## src/rtl/jsu_pkg.sv

```systemverilog
// ----------------------------------------------------------------------------
// jsu_pkg
// Shared types and codes for the JSON string unescaper.
// ----------------------------------------------------------------------------
package jsu_pkg;

  localparam int ByteW = 8;
  localparam int LenW  = 24;   // width of the length limit register
  localparam int CntW  = 25;   // decoded length counter

  typedef logic [1:0] kind_t;
  localparam kind_t KIND_DATA   = 2'd0;
  localparam kind_t KIND_CLOSED = 2'd1;
  localparam kind_t KIND_ERROR  = 2'd2;

  typedef logic [2:0] err_t;
  localparam err_t ERR_NONE          = 3'd0;
  localparam err_t ERR_NO_QUOTE      = 3'd1;
  localparam err_t ERR_EARLY_END     = 3'd2;
  localparam err_t ERR_BAD_ESCAPE    = 3'd3;
  localparam err_t ERR_BAD_HEX       = 3'd4;
  localparam err_t ERR_BAD_SURROGATE = 3'd5;
  localparam err_t ERR_TOO_LONG      = 3'd6;

  // One queued request: up to four results for one input byte.
  typedef struct packed {
    logic [1:0]            last_idx;  // number of results minus one
    logic [3:0][ByteW-1:0] bytes;
    kind_t                 kind;
    err_t                  code;
  } job_t;

endpackage

```

## src/rtl/json_string_unescape_utf8_unit.sv

```systemverilog
// ----------------------------------------------------------------------------
// json_string_unescape_utf8_unit
// JSON string literal unescaper with UTF-8 output and a length limit.
//
//   channel   dir  content
//   s_axis    in   tdata = in_byte, tuser = end_of_text
//   m_axis    out  tdata = out_byte, tuser = {error_code, kind}, tlast = last
//   apb       in   reg 0 at 0x0: max_string_len (24 bit)
//
// One input byte is taken per cycle while the request queue has room.
// An input byte yields zero to four results; the serialiser sends one
// result per cycle while m_axis_tready is high, a code point byte by byte.
// Reset is asynchronous and active low; no clearing pass is needed.
// A stalled output fills the queue, after which s_axis_tready drops.
// ----------------------------------------------------------------------------
module json_string_unescape_utf8_unit
  import jsu_pkg::*;
#(
  parameter int QueueDepth = 4
) (
  input  logic        clk_i,
  input  logic        rst_ni,
  // configuration
  input  logic        psel,
  input  logic        penable,
  input  logic        pwrite,
  input  logic [2:0]  paddr,
  input  logic [31:0] pwdata,
  output logic [31:0] prdata,
  output logic        pready,
  // input stream
  input  logic        s_axis_tvalid,
  output logic        s_axis_tready,
  input  logic [7:0]  s_axis_tdata,   // [7:0] in_byte
  input  logic [0:0]  s_axis_tuser,   // [0] end_of_text
  // output stream
  output logic        m_axis_tvalid,
  input  logic        m_axis_tready,
  output logic [7:0]  m_axis_tdata,   // [7:0] out_byte
  output logic [4:0]  m_axis_tuser,   // [1:0] kind, [4:2] error_code
  output logic        m_axis_tlast
);

  logic [LenW-1:0] max_len_q;
  logic            accept;
  logic            push, pop, q_empty, q_full;
  job_t            push_job, head_job;
  kind_t           kind;
  err_t            code;

  assign pready = 1'b1;
  assign prdata = (paddr[2] == 1'b0) ? {{(32-LenW){1'b0}}, max_len_q} : 32'd0;

  always_ff @(posedge clk_i or negedge rst_ni) begin
    if (!rst_ni) begin
      max_len_q <= 24'h100000;
    end else if (psel && penable && pwrite && (paddr[2] == 1'b0)) begin
      max_len_q <= pwdata[LenW-1:0];
    end
  end

  assign s_axis_tready = !q_full;
  assign accept        = s_axis_tvalid && !q_full;

  jsu_front u_front (
    .clk_i         (clk_i),
    .rst_ni        (rst_ni),
    .accept_i      (accept),
    .in_byte_i     (s_axis_tdata),
    .end_of_text_i (s_axis_tuser[0]),
    .max_len_i     (max_len_q),
    .push_o        (push),
    .job_o         (push_job)
  );

  jsu_queue #(
    .Depth (QueueDepth)
  ) u_queue (
    .clk_i   (clk_i),
    .rst_ni  (rst_ni),
    .push_i  (push),
    .job_i   (push_job),
    .pop_i   (pop),
    .job_o   (head_job),
    .empty_o (q_empty),
    .full_o  (q_full)
  );

  jsu_back u_back (
    .clk_i        (clk_i),
    .rst_ni       (rst_ni),
    .head_valid_i (!q_empty),
    .head_i       (head_job),
    .pop_o        (pop),
    .out_valid_o  (m_axis_tvalid),
    .out_ready_i  (m_axis_tready),
    .out_byte_o   (m_axis_tdata),
    .kind_o       (kind),
    .code_o       (code),
    .last_o       (m_axis_tlast)
  );

  assign m_axis_tuser = {code, kind};

endmodule

```

## src/rtl/jsu_front.sv

```systemverilog
// ----------------------------------------------------------------------------
// jsu_front
// Parser front end: walks the string state machine one accepted byte per
// cycle, encodes code points to UTF-8, checks the length, issues result jobs.
// ----------------------------------------------------------------------------
module jsu_front
  import jsu_pkg::*;
(
  input  logic             clk_i,
  input  logic             rst_ni,
  input  logic             accept_i,
  input  logic [ByteW-1:0] in_byte_i,
  input  logic             end_of_text_i,
  input  logic [LenW-1:0]  max_len_i,
  output logic             push_o,
  output job_t             job_o
);

  localparam logic [2:0] M_AWAIT     = 3'd0;
  localparam logic [2:0] M_IN_STRING = 3'd1;
  localparam logic [2:0] M_ESCAPE    = 3'd2;
  localparam logic [2:0] M_HEX_FIRST = 3'd3;
  localparam logic [2:0] M_WANT_BSL  = 3'd4;
  localparam logic [2:0] M_WANT_U    = 3'd5;
  localparam logic [2:0] M_HEX_LOW   = 3'd6;

  localparam logic [7:0] CH_QUOTE = 8'h22;
  localparam logic [7:0] CH_BSL   = 8'h5C;
  localparam logic [7:0] CH_U     = 8'h75;

  logic [2:0]      mode_q, mode_d;
  logic [15:0]     accum_q, accum_d;
  logic [1:0]      digits_q, digits_d;
  logic [9:0]      hsur_q, hsur_d;
  logic [CntW-1:0] len_q, len_d;

  logic            hex_ok;
  logic [3:0]      hex_v;
  logic [15:0]     accum_new;
  logic [20:0]     cp;
  logic [1:0]      enc_last;
  logic [3:0][7:0] enc_bytes;
  logic            esc_ok;
  logic [7:0]      esc_byte;
  logic [1:0]      em_last;
  logic [3:0][7:0] em_bytes;
  logic [CntW:0]   len_sum;
  logic            too_long;

  // hex digit decode
  always_comb begin
    hex_ok = 1'b0;
    hex_v  = 4'd0;
    if (in_byte_i >= 8'h30 && in_byte_i <= 8'h39) begin
      hex_ok = 1'b1;
      hex_v  = in_byte_i[3:0];
    end else if ((in_byte_i >= 8'h61 && in_byte_i <= 8'h66) ||
                 (in_byte_i >= 8'h41 && in_byte_i <= 8'h46)) begin
      hex_ok = 1'b1;
      hex_v  = in_byte_i[3:0] + 4'd9;
    end
  end

  assign accum_new = {accum_q[11:0], hex_v};
  // low surrogate minus DC00 is its low ten bits
  assign cp = (mode_q == M_HEX_LOW) ? (21'h10000 + {1'b0, hsur_q, accum_new[9:0]})
                                    : {5'd0, accum_new};

  // UTF-8 encoder
  always_comb begin
    enc_bytes = '0;
    if (cp < 21'h80) begin
      enc_last     = 2'd0;
      enc_bytes[0] = cp[7:0];
    end else if (cp < 21'h800) begin
      enc_last     = 2'd1;
      enc_bytes[0] = {3'b110, cp[10:6]};
      enc_bytes[1] = {2'b10, cp[5:0]};
    end else if (cp < 21'h10000) begin
      enc_last     = 2'd2;
      enc_bytes[0] = {4'b1110, cp[15:12]};
      enc_bytes[1] = {2'b10, cp[11:6]};
      enc_bytes[2] = {2'b10, cp[5:0]};
    end else begin
      enc_last     = 2'd3;
      enc_bytes[0] = {5'b11110, cp[20:18]};
      enc_bytes[1] = {2'b10, cp[17:12]};
      enc_bytes[2] = {2'b10, cp[11:6]};
      enc_bytes[3] = {2'b10, cp[5:0]};
    end
  end

  always_comb begin
    esc_ok = 1'b1;
    case (in_byte_i)
      8'h22:   esc_byte = 8'h22;
      8'h5C:   esc_byte = 8'h5C;
      8'h2F:   esc_byte = 8'h2F;
      8'h6E:   esc_byte = 8'h0A;
      8'h74:   esc_byte = 8'h09;
      8'h72:   esc_byte = 8'h0D;
      8'h62:   esc_byte = 8'h08;
      8'h66:   esc_byte = 8'h0C;
      default: begin
        esc_ok   = 1'b0;
        esc_byte = 8'h00;
      end
    endcase
  end

  // bytes that a data emission in this cycle would carry
  always_comb begin
    em_bytes = '0;
    em_last  = 2'd0;
    case (mode_q)
      M_IN_STRING: em_bytes[0] = in_byte_i;
      M_ESCAPE:    em_bytes[0] = esc_byte;
      default: begin
        em_bytes = enc_bytes;
        em_last  = enc_last;
      end
    endcase
  end

  assign len_sum  = {1'b0, len_q} + {{(CntW-1){1'b0}}, em_last} + {{CntW{1'b0}}, 1'b1};
  assign too_long = len_sum > {2'b00, max_len_i};

  always_comb begin
    mode_d   = mode_q;
    accum_d  = accum_q;
    digits_d = digits_q;
    hsur_d   = hsur_q;
    len_d    = len_q;
    push_o   = 1'b0;
    job_o    = '0;

    if (end_of_text_i) begin
      push_o     = 1'b1;
      job_o.kind = KIND_ERROR;
      job_o.code = ERR_EARLY_END;
      mode_d     = M_AWAIT;
    end else begin
      case (mode_q)
        M_IN_STRING: begin
          if (in_byte_i == CH_QUOTE) begin
            push_o     = 1'b1;
            job_o.kind = KIND_CLOSED;
            mode_d     = M_AWAIT;
          end else if (in_byte_i == CH_BSL) begin
            mode_d = M_ESCAPE;
          end else begin
            push_o = 1'b1;
          end
        end
        M_ESCAPE: begin
          if (in_byte_i == CH_U) begin
            accum_d  = '0;
            digits_d = '0;
            mode_d   = M_HEX_FIRST;
          end else if (esc_ok) begin
            push_o = 1'b1;
          end else begin
            push_o     = 1'b1;
            job_o.kind = KIND_ERROR;
            job_o.code = ERR_BAD_ESCAPE;
            mode_d     = M_AWAIT;
          end
        end
        M_HEX_FIRST, M_HEX_LOW: begin
          if (!hex_ok) begin
            push_o     = 1'b1;
            job_o.kind = KIND_ERROR;
            job_o.code = ERR_BAD_HEX;
            mode_d     = M_AWAIT;
          end else begin
            accum_d = accum_new;
            if (digits_q != 2'd3) begin
              digits_d = digits_q + 2'd1;
            end else begin
              digits_d = '0;
              if (mode_q == M_HEX_FIRST) begin
                if (accum_new >= 16'hD800 && accum_new <= 16'hDBFF) begin
                  hsur_d = accum_new[9:0];
                  mode_d = M_WANT_BSL;
                end else begin
                  push_o = 1'b1;
                end
              end else if (accum_new >= 16'hDC00 && accum_new <= 16'hDFFF) begin
                push_o = 1'b1;
              end else begin
                push_o     = 1'b1;
                job_o.kind = KIND_ERROR;
                job_o.code = ERR_BAD_SURROGATE;
                mode_d     = M_AWAIT;
              end
            end
          end
        end
        M_WANT_BSL: begin
          if (in_byte_i == CH_BSL) begin
            mode_d = M_WANT_U;
          end else begin
            push_o     = 1'b1;
            job_o.kind = KIND_ERROR;
            job_o.code = ERR_BAD_SURROGATE;
            mode_d     = M_AWAIT;
          end
        end
        M_WANT_U: begin
          if (in_byte_i == CH_U) begin
            accum_d  = '0;
            digits_d = '0;
            mode_d   = M_HEX_LOW;
          end else begin
            push_o     = 1'b1;
            job_o.kind = KIND_ERROR;
            job_o.code = ERR_BAD_SURROGATE;
            mode_d     = M_AWAIT;
          end
        end
        default: begin
          if (in_byte_i == CH_QUOTE) begin
            len_d  = '0;
            mode_d = M_IN_STRING;
          end else begin
            push_o     = 1'b1;
            job_o.kind = KIND_ERROR;
            job_o.code = ERR_NO_QUOTE;
            mode_d     = M_AWAIT;
          end
        end
      endcase

      // a data request goes through the length check
      if (push_o && job_o.kind == KIND_DATA) begin
        if (too_long) begin
          job_o.kind = KIND_ERROR;
          job_o.code = ERR_TOO_LONG;
          mode_d     = M_AWAIT;
        end else begin
          job_o.bytes    = em_bytes;
          job_o.last_idx = em_last;
          len_d          = len_sum[CntW-1:0];
          mode_d         = M_IN_STRING;
        end
      end
    end

    if (!accept_i) begin
      push_o = 1'b0;
    end
  end

  always_ff @(posedge clk_i or negedge rst_ni) begin
    if (!rst_ni) begin
      mode_q   <= M_AWAIT;
      accum_q  <= '0;
      digits_q <= '0;
      hsur_q   <= '0;
      len_q    <= '0;
    end else if (accept_i) begin
      mode_q   <= mode_d;
      accum_q  <= accum_d;
      digits_q <= digits_d;
      hsur_q   <= hsur_d;
      len_q    <= len_d;
    end
  end

endmodule

```

## src/rtl/jsu_queue.sv

```systemverilog
// ----------------------------------------------------------------------------
// jsu_queue
// Small request queue between the parser and the output serialiser.
// ----------------------------------------------------------------------------
module jsu_queue
  import jsu_pkg::*;
#(
  parameter int Depth = 4
) (
  input  logic clk_i,
  input  logic rst_ni,
  input  logic push_i,
  input  job_t job_i,
  input  logic pop_i,
  output job_t job_o,
  output logic empty_o,
  output logic full_o
);

  localparam int PtrW = (Depth > 1) ? $clog2(Depth) : 1;
  localparam int FillW = $clog2(Depth + 1);

  job_t             mem_q [Depth];
  logic [PtrW-1:0]  wr_q, wr_d, rd_q, rd_d;
  logic [FillW-1:0] fill_q, fill_d;

  assign empty_o = (fill_q == '0);
  assign full_o  = (fill_q == FillW'(Depth));
  assign job_o   = mem_q[rd_q];

  always_comb begin
    wr_d   = wr_q;
    rd_d   = rd_q;
    fill_d = fill_q;
    if (push_i) begin
      wr_d = (wr_q == PtrW'(Depth - 1)) ? '0 : wr_q + 1'b1;
    end
    if (pop_i) begin
      rd_d = (rd_q == PtrW'(Depth - 1)) ? '0 : rd_q + 1'b1;
    end
    if (push_i && !pop_i) begin
      fill_d = fill_q + 1'b1;
    end else if (pop_i && !push_i) begin
      fill_d = fill_q - 1'b1;
    end
  end

  always_ff @(posedge clk_i) begin
    if (push_i) begin
      mem_q[wr_q] <= job_i;
    end
  end

  always_ff @(posedge clk_i or negedge rst_ni) begin
    if (!rst_ni) begin
      wr_q   <= '0;
      rd_q   <= '0;
      fill_q <= '0;
    end else begin
      wr_q   <= wr_d;
      rd_q   <= rd_d;
      fill_q <= fill_d;
    end
  end

endmodule

```

## src/rtl/jsu_back.sv

```systemverilog
// ----------------------------------------------------------------------------
// jsu_back
// Output serialiser: spreads each queued request over one result per cycle
// while the output is ready, into a registered output stage.
// ----------------------------------------------------------------------------
module jsu_back
  import jsu_pkg::*;
(
  input  logic             clk_i,
  input  logic             rst_ni,
  input  logic             head_valid_i,
  input  job_t             head_i,
  output logic             pop_o,
  output logic             out_valid_o,
  input  logic             out_ready_i,
  output logic [ByteW-1:0] out_byte_o,
  output kind_t            kind_o,
  output err_t             code_o,
  output logic             last_o
);

  logic             valid_q, valid_d;
  logic [1:0]       idx_q, idx_d;
  logic [ByteW-1:0] byte_q;
  kind_t            kind_q;
  err_t             code_q;
  logic             last_q;
  logic             load;
  logic             is_last;

  assign load    = !valid_q || out_ready_i;
  assign is_last = (idx_q == head_i.last_idx);
  assign pop_o   = load && head_valid_i && is_last;

  always_comb begin
    valid_d = valid_q;
    idx_d   = idx_q;
    if (load) begin
      valid_d = head_valid_i;
      if (head_valid_i) begin
        idx_d = is_last ? 2'd0 : idx_q + 2'd1;
      end
    end
  end

  always_ff @(posedge clk_i or negedge rst_ni) begin
    if (!rst_ni) begin
      valid_q <= 1'b0;
      idx_q   <= '0;
    end else begin
      valid_q <= valid_d;
      idx_q   <= idx_d;
    end
  end

  always_ff @(posedge clk_i) begin
    if (load && head_valid_i) begin
      byte_q <= head_i.bytes[idx_q];
      kind_q <= head_i.kind;
      code_q <= head_i.code;
      last_q <= is_last;
    end
  end

  assign out_valid_o = valid_q;
  assign out_byte_o  = byte_q;
  assign kind_o      = kind_q;
  assign code_o      = code_q;
  assign last_o      = last_q;

endmodule
```

## config.mk

```make
export PLATFORM = sky130hd
export DESIGN_NAME = json_string_unescape_utf8_unit
export DESIGN_NICKNAME = d
export VERILOG_FILES = /design/src/rtl/jsu_pkg.sv /design/src/rtl/json_string_unescape_utf8_unit.sv /design/src/rtl/jsu_front.sv /design/src/rtl/jsu_queue.sv /design/src/rtl/jsu_back.sv
export SDC_FILE = /design/constraint.sdc
export NUM_CORES = 1
export LEC_CHECK = 0
export BUFFER_PORTS_ARGS = -buffer_cell sky130_fd_sc_hd__buf_2
export CORE_ASPECT_RATIO = 1.4
export CORE_UTILIZATION = 50
export CTS_BUF_LIST = sky130_fd_sc_hd__clkbuf_16
export DETAILED_ROUTE_END_ITERATION = 8
export PLACE_DENSITY_LB_ADDON = 0.3
export REMOVE_ABC_BUFFERS = 1
export SYNTH_ARGS = -nofsm -noshare
export SYNTH_HDL_FRONTEND = slang
export SYNTH_SLANG_ARGS = --single-unit
```

## constraint.sdc

```tcl
create_clock -name clk_i -period 9 [get_ports clk_i]
set_clock_uncertainty 0.1 [all_clocks]
set_input_delay 0.45 -clock clk_i [delete_from_list [all_inputs] [get_ports clk_i]]
set_output_delay 0.45 -clock clk_i [all_outputs]
set_load 0.05 [all_outputs]
```

==> impl_metrics.tcl <==
set metrics [dict create \
    vdd_drop_max_mv 0.190 \
    synth-simple-area-share 0.137 \
    drtAntennaViolNets 0 \
    reg2reg_setup_slack_ps 1620 \
    antenna_found_initial 0 \
    ys.flop_type "edfxtp_1" \
    path_clk_slew_ps 60 \
    clk_path_buf_depth 3 \
    synthXorXnorAreaFrac 0.0209 \
    cts_tree "done" \
    drtPass1Iterations 5 \
    grt_max_degree 76 \
    tns_ps 0 \
    synthTopCellsByArea "edfxtp_1, dfrtp_1, mux4_2" \
    grt_pass1_vias 8827 \
    num_rows 68 \
    routed_wl_um 28000 \
    coreArea_sq_mm 0.0247 \
    fmax_ghz 0.136 \
    synthAdderAreaFrac 0.0395 \
    cp-start-kind "flop" \
    cts_resized 0 \
    hold_viol 0 \
    synth_cells 1056 \
    grt_pass1_wl_um 45600 \
    whs_ps 21.7 \
    critPathArrivalTime_ps 7500 \
    wire_per_inst_um 19.3 \
    dieArea_sq_mm 0.0257 \
    rsz0062_at_grt "false" \
    p_leak_nw 5.56 \
    synth_top_area_frac 0.369 \
    yosysWarningCount 0 \
    syn2layout_area_growth_pct 11.5 \
    htreeDepth 1 \
    hold_end "u_back.out_valid_o" \
    synth_cell_types 75 \
    reg2reg_from "u_front.mode_q[1]" \
    io_buffers 80 \
    worstReg2RegEnd "u_queue.mem_q[3][31]" \
    min-delay-start "m_axis_tready" \
    cap_violations 0 \
    pwr_density_cell_mw_per_mm2 244 \
    totalPowerFinal_mw 3.41 \
    clk_latency_ps 520 \
    grt_overflow 0 \
    routabilityCongestion 0.932 \
    finalSetupViolCount 0 \
    slew_viol_final 0 \
    relSlewSlack 0.307 \
    ys_seq_elements 240 \
    yosysSeqAreaShare 0.540 \
    synth_top_family_by_area "simple AND/OR/NAND/NOR gates" \
    cts_buffers 24 \
    dieHeight_um 189 \
    dp.final_hpwl_um 18900 \
    start_util 0.509 \
    synth_area_leader_cell "edfxtp_1" \
    drtIter0Drc 566 \
    cts.sinks 240 \
    dieWidth_um 136 \
    fin_crit_sh 0.820 \
    antenna_cells 0 \
    drive_gt1_frac 0.205 \
    whs_path_depth 2 \
    async_flop_share 0.358 \
    crit_required_ps 9130 \
    min_period_ps 7380 \
    final_core_util 0.567 \
    status "complete, no violations" \
    synth_compound_area_frac 0.107 \
    remaining_drc_errors 0 \
    max_slew.worst_pin.slew_ps 1040 \
    syn-cell-area_sq_mm 0.0125 \
    hold_class "primary input to flop" \
    synth-edff-count 154 \
    via_per_inst 5.96 \
    nNetsFinal 1208 \
    vias 8644 \
    cts-root-buf "clkbuf_16" \
    grt_usage 0.225 \
    synth_mux_area_frac 0.114 \
    path_class "flop to flop" \
    reg2regPathDepth 22 \
    cp_max_fo 20 \
    postSynthAreaPerCell_sq_um 11.9 \
    cp-end-kind "flop" \
    ioPinCount 100 \
]
==> flip-flops by register name (all words and copies together) (netlist names), 3 cells and up <==
name	count
u_front.len_q	25
u_front.hsur_q	10
u_back.code_o	3
u_front.accum_q	12
u_front.mode_q	3
u_queue.fill_q	3
u_queue.mem_q	140
u_back.out_byte_o	8
max_len_q	24
==> power breakdown <==
group | internal [mW] | total (mW) | leakage, nW | switching, mW
logic | 0.378 | 0.951 | 2.58 | 0.572
clock network | 0.558 | 0.967 | 0.398 | 0.409
registers | 1.40 | 1.50 | 2.57 | 0.0962
==> stage by stage <==
stage | instance area [sq um] | setup slack (ps) | cells
after floorplan | 12200 | 2060 | 989
after global placement | 13200 | 1940 | 1406
after detailed placement | 13200 | 1720 | 1406
after CTS | 14000 | 1650 | 1451
after global routing | 14000 | 1160 | 1451
final | 14000 | 1620 | 1451
==> how the worst max path moves through the flow <==
| stage | start | to | slack, ps |
|---|---|---|---|
| 5_1_grt | u_front.mode_q[1] | u_queue.mem_q[1][31] | 1160 |
| 3_5_place_dp | u_front.mode_q[1] | u_queue.mem_q[2][31] | 1720 |
| 4_1_cts | u_front.mode_q[1] | u_queue.mem_q[3][31] | 1650 |
| 3_3_place_gp | u_front.mode_q[1] | u_queue.mem_q[0][15] | 1940 |
| 6_report | u_front.mode_q[1] | u_queue.mem_q[3][31] | 1620 |
| 2_1_floorplan | u_front.mode_q[2] | u_queue.mem_q[0][15] | 2060 |
==> worst max-delay path, stage by stage, from the launching register on <==
cell	delay (ps)
dfrtp_1	720
and3b_1	580
mux2i_1	160
a21boi_1	150
buf_4	190
and3_1	210
nor2_1	300
nand2_1	210
ha_1	250
inv_1	70
nor2_1	50
o21ba_2	290
or4_1	560
xnor2_1	160
ha_1	310
nand4_1	120
nor3_1	340
o2bb2ai_1	210
a211oi_1	100
nor3_1	290
and3_1	270
nand4b_1	650
nor3_1	760
==> metal layers <==
layer	up-vias	routed length (um)	global-route usage
li1	4090	-	-
met1	4249	11300	0.270
met2	245	14600	0.411
met3	60	1260	0.0289
met4	0	806	0.0748
met5	-	0	0
==> cells in the final DEF, fill, tap and decap left out, types with 10 or more instances in the layout <==
master,instances
ha_1,38
xor2_1,20
mux2_2,40
o21ai_0,29
clkbuf_16,25
dfrtp_1,84
a221o_1,21
a211oi_1,17
nand3_1,25
edfxtp_1,154
a21oi_1,47
inv_1,54
and2_1,15
buf_4,23
xnor2_1,10
nor4_1,13
buf_2,79
nor2_1,84
nand4_1,13
nand2_1,97
nor3_1,34
mux4_2,40
==> logic make-up (layout without fill, tap and decap cells) <==
kind of cell / Yosys count / count (layout)
buffers and inverters: 121 / 194
AOI/OAI and AO/OA: 190 / 190
adders and majority gates: 39 / 39
and+or+nand+nor: 346 / 346
DFF: 240 / 240
muxes: 88 / 88
xor gates and xnor gates: 30 / 30
other: 2 / 9
==> repair_timing <==
item / 4_1_cts / 5_1_grt
endpoints found under the hold margin: 11 / 0
hold buffers: 1 / 0
setup buffers: 0 / 0
==> layout make-up <==
type / instances / area (sq um)
Tap cell: 315 / 394
Inverter: 47 / 176
Sequential cell: 240 / 6780
Timing Repair Buffer: 103 / 578
Clock inverter: 19 / 138
Clock buffer: 25 / 626
Fill cell: 2072 / 10700
Multi-Input combinational cell: 702 / 5300
==> cells in the mapped netlist, types with 15 or more instances <==
master and n:
mux4_2 40, nor2_1 84, clkbuf_1 50, xor2_1 20
mux2_2 40, edfxtp_1 154, nor3_1 34, and2_1 15
inv_1 47, nand3_1 25, a21oi_1 48, a211oi_1 17
a221o_1 21, ha_1 38, nand2_1 97, o21ai_0 29
dfrtp_1 85
No activity file was read; power rests on OpenSTA's default activity.
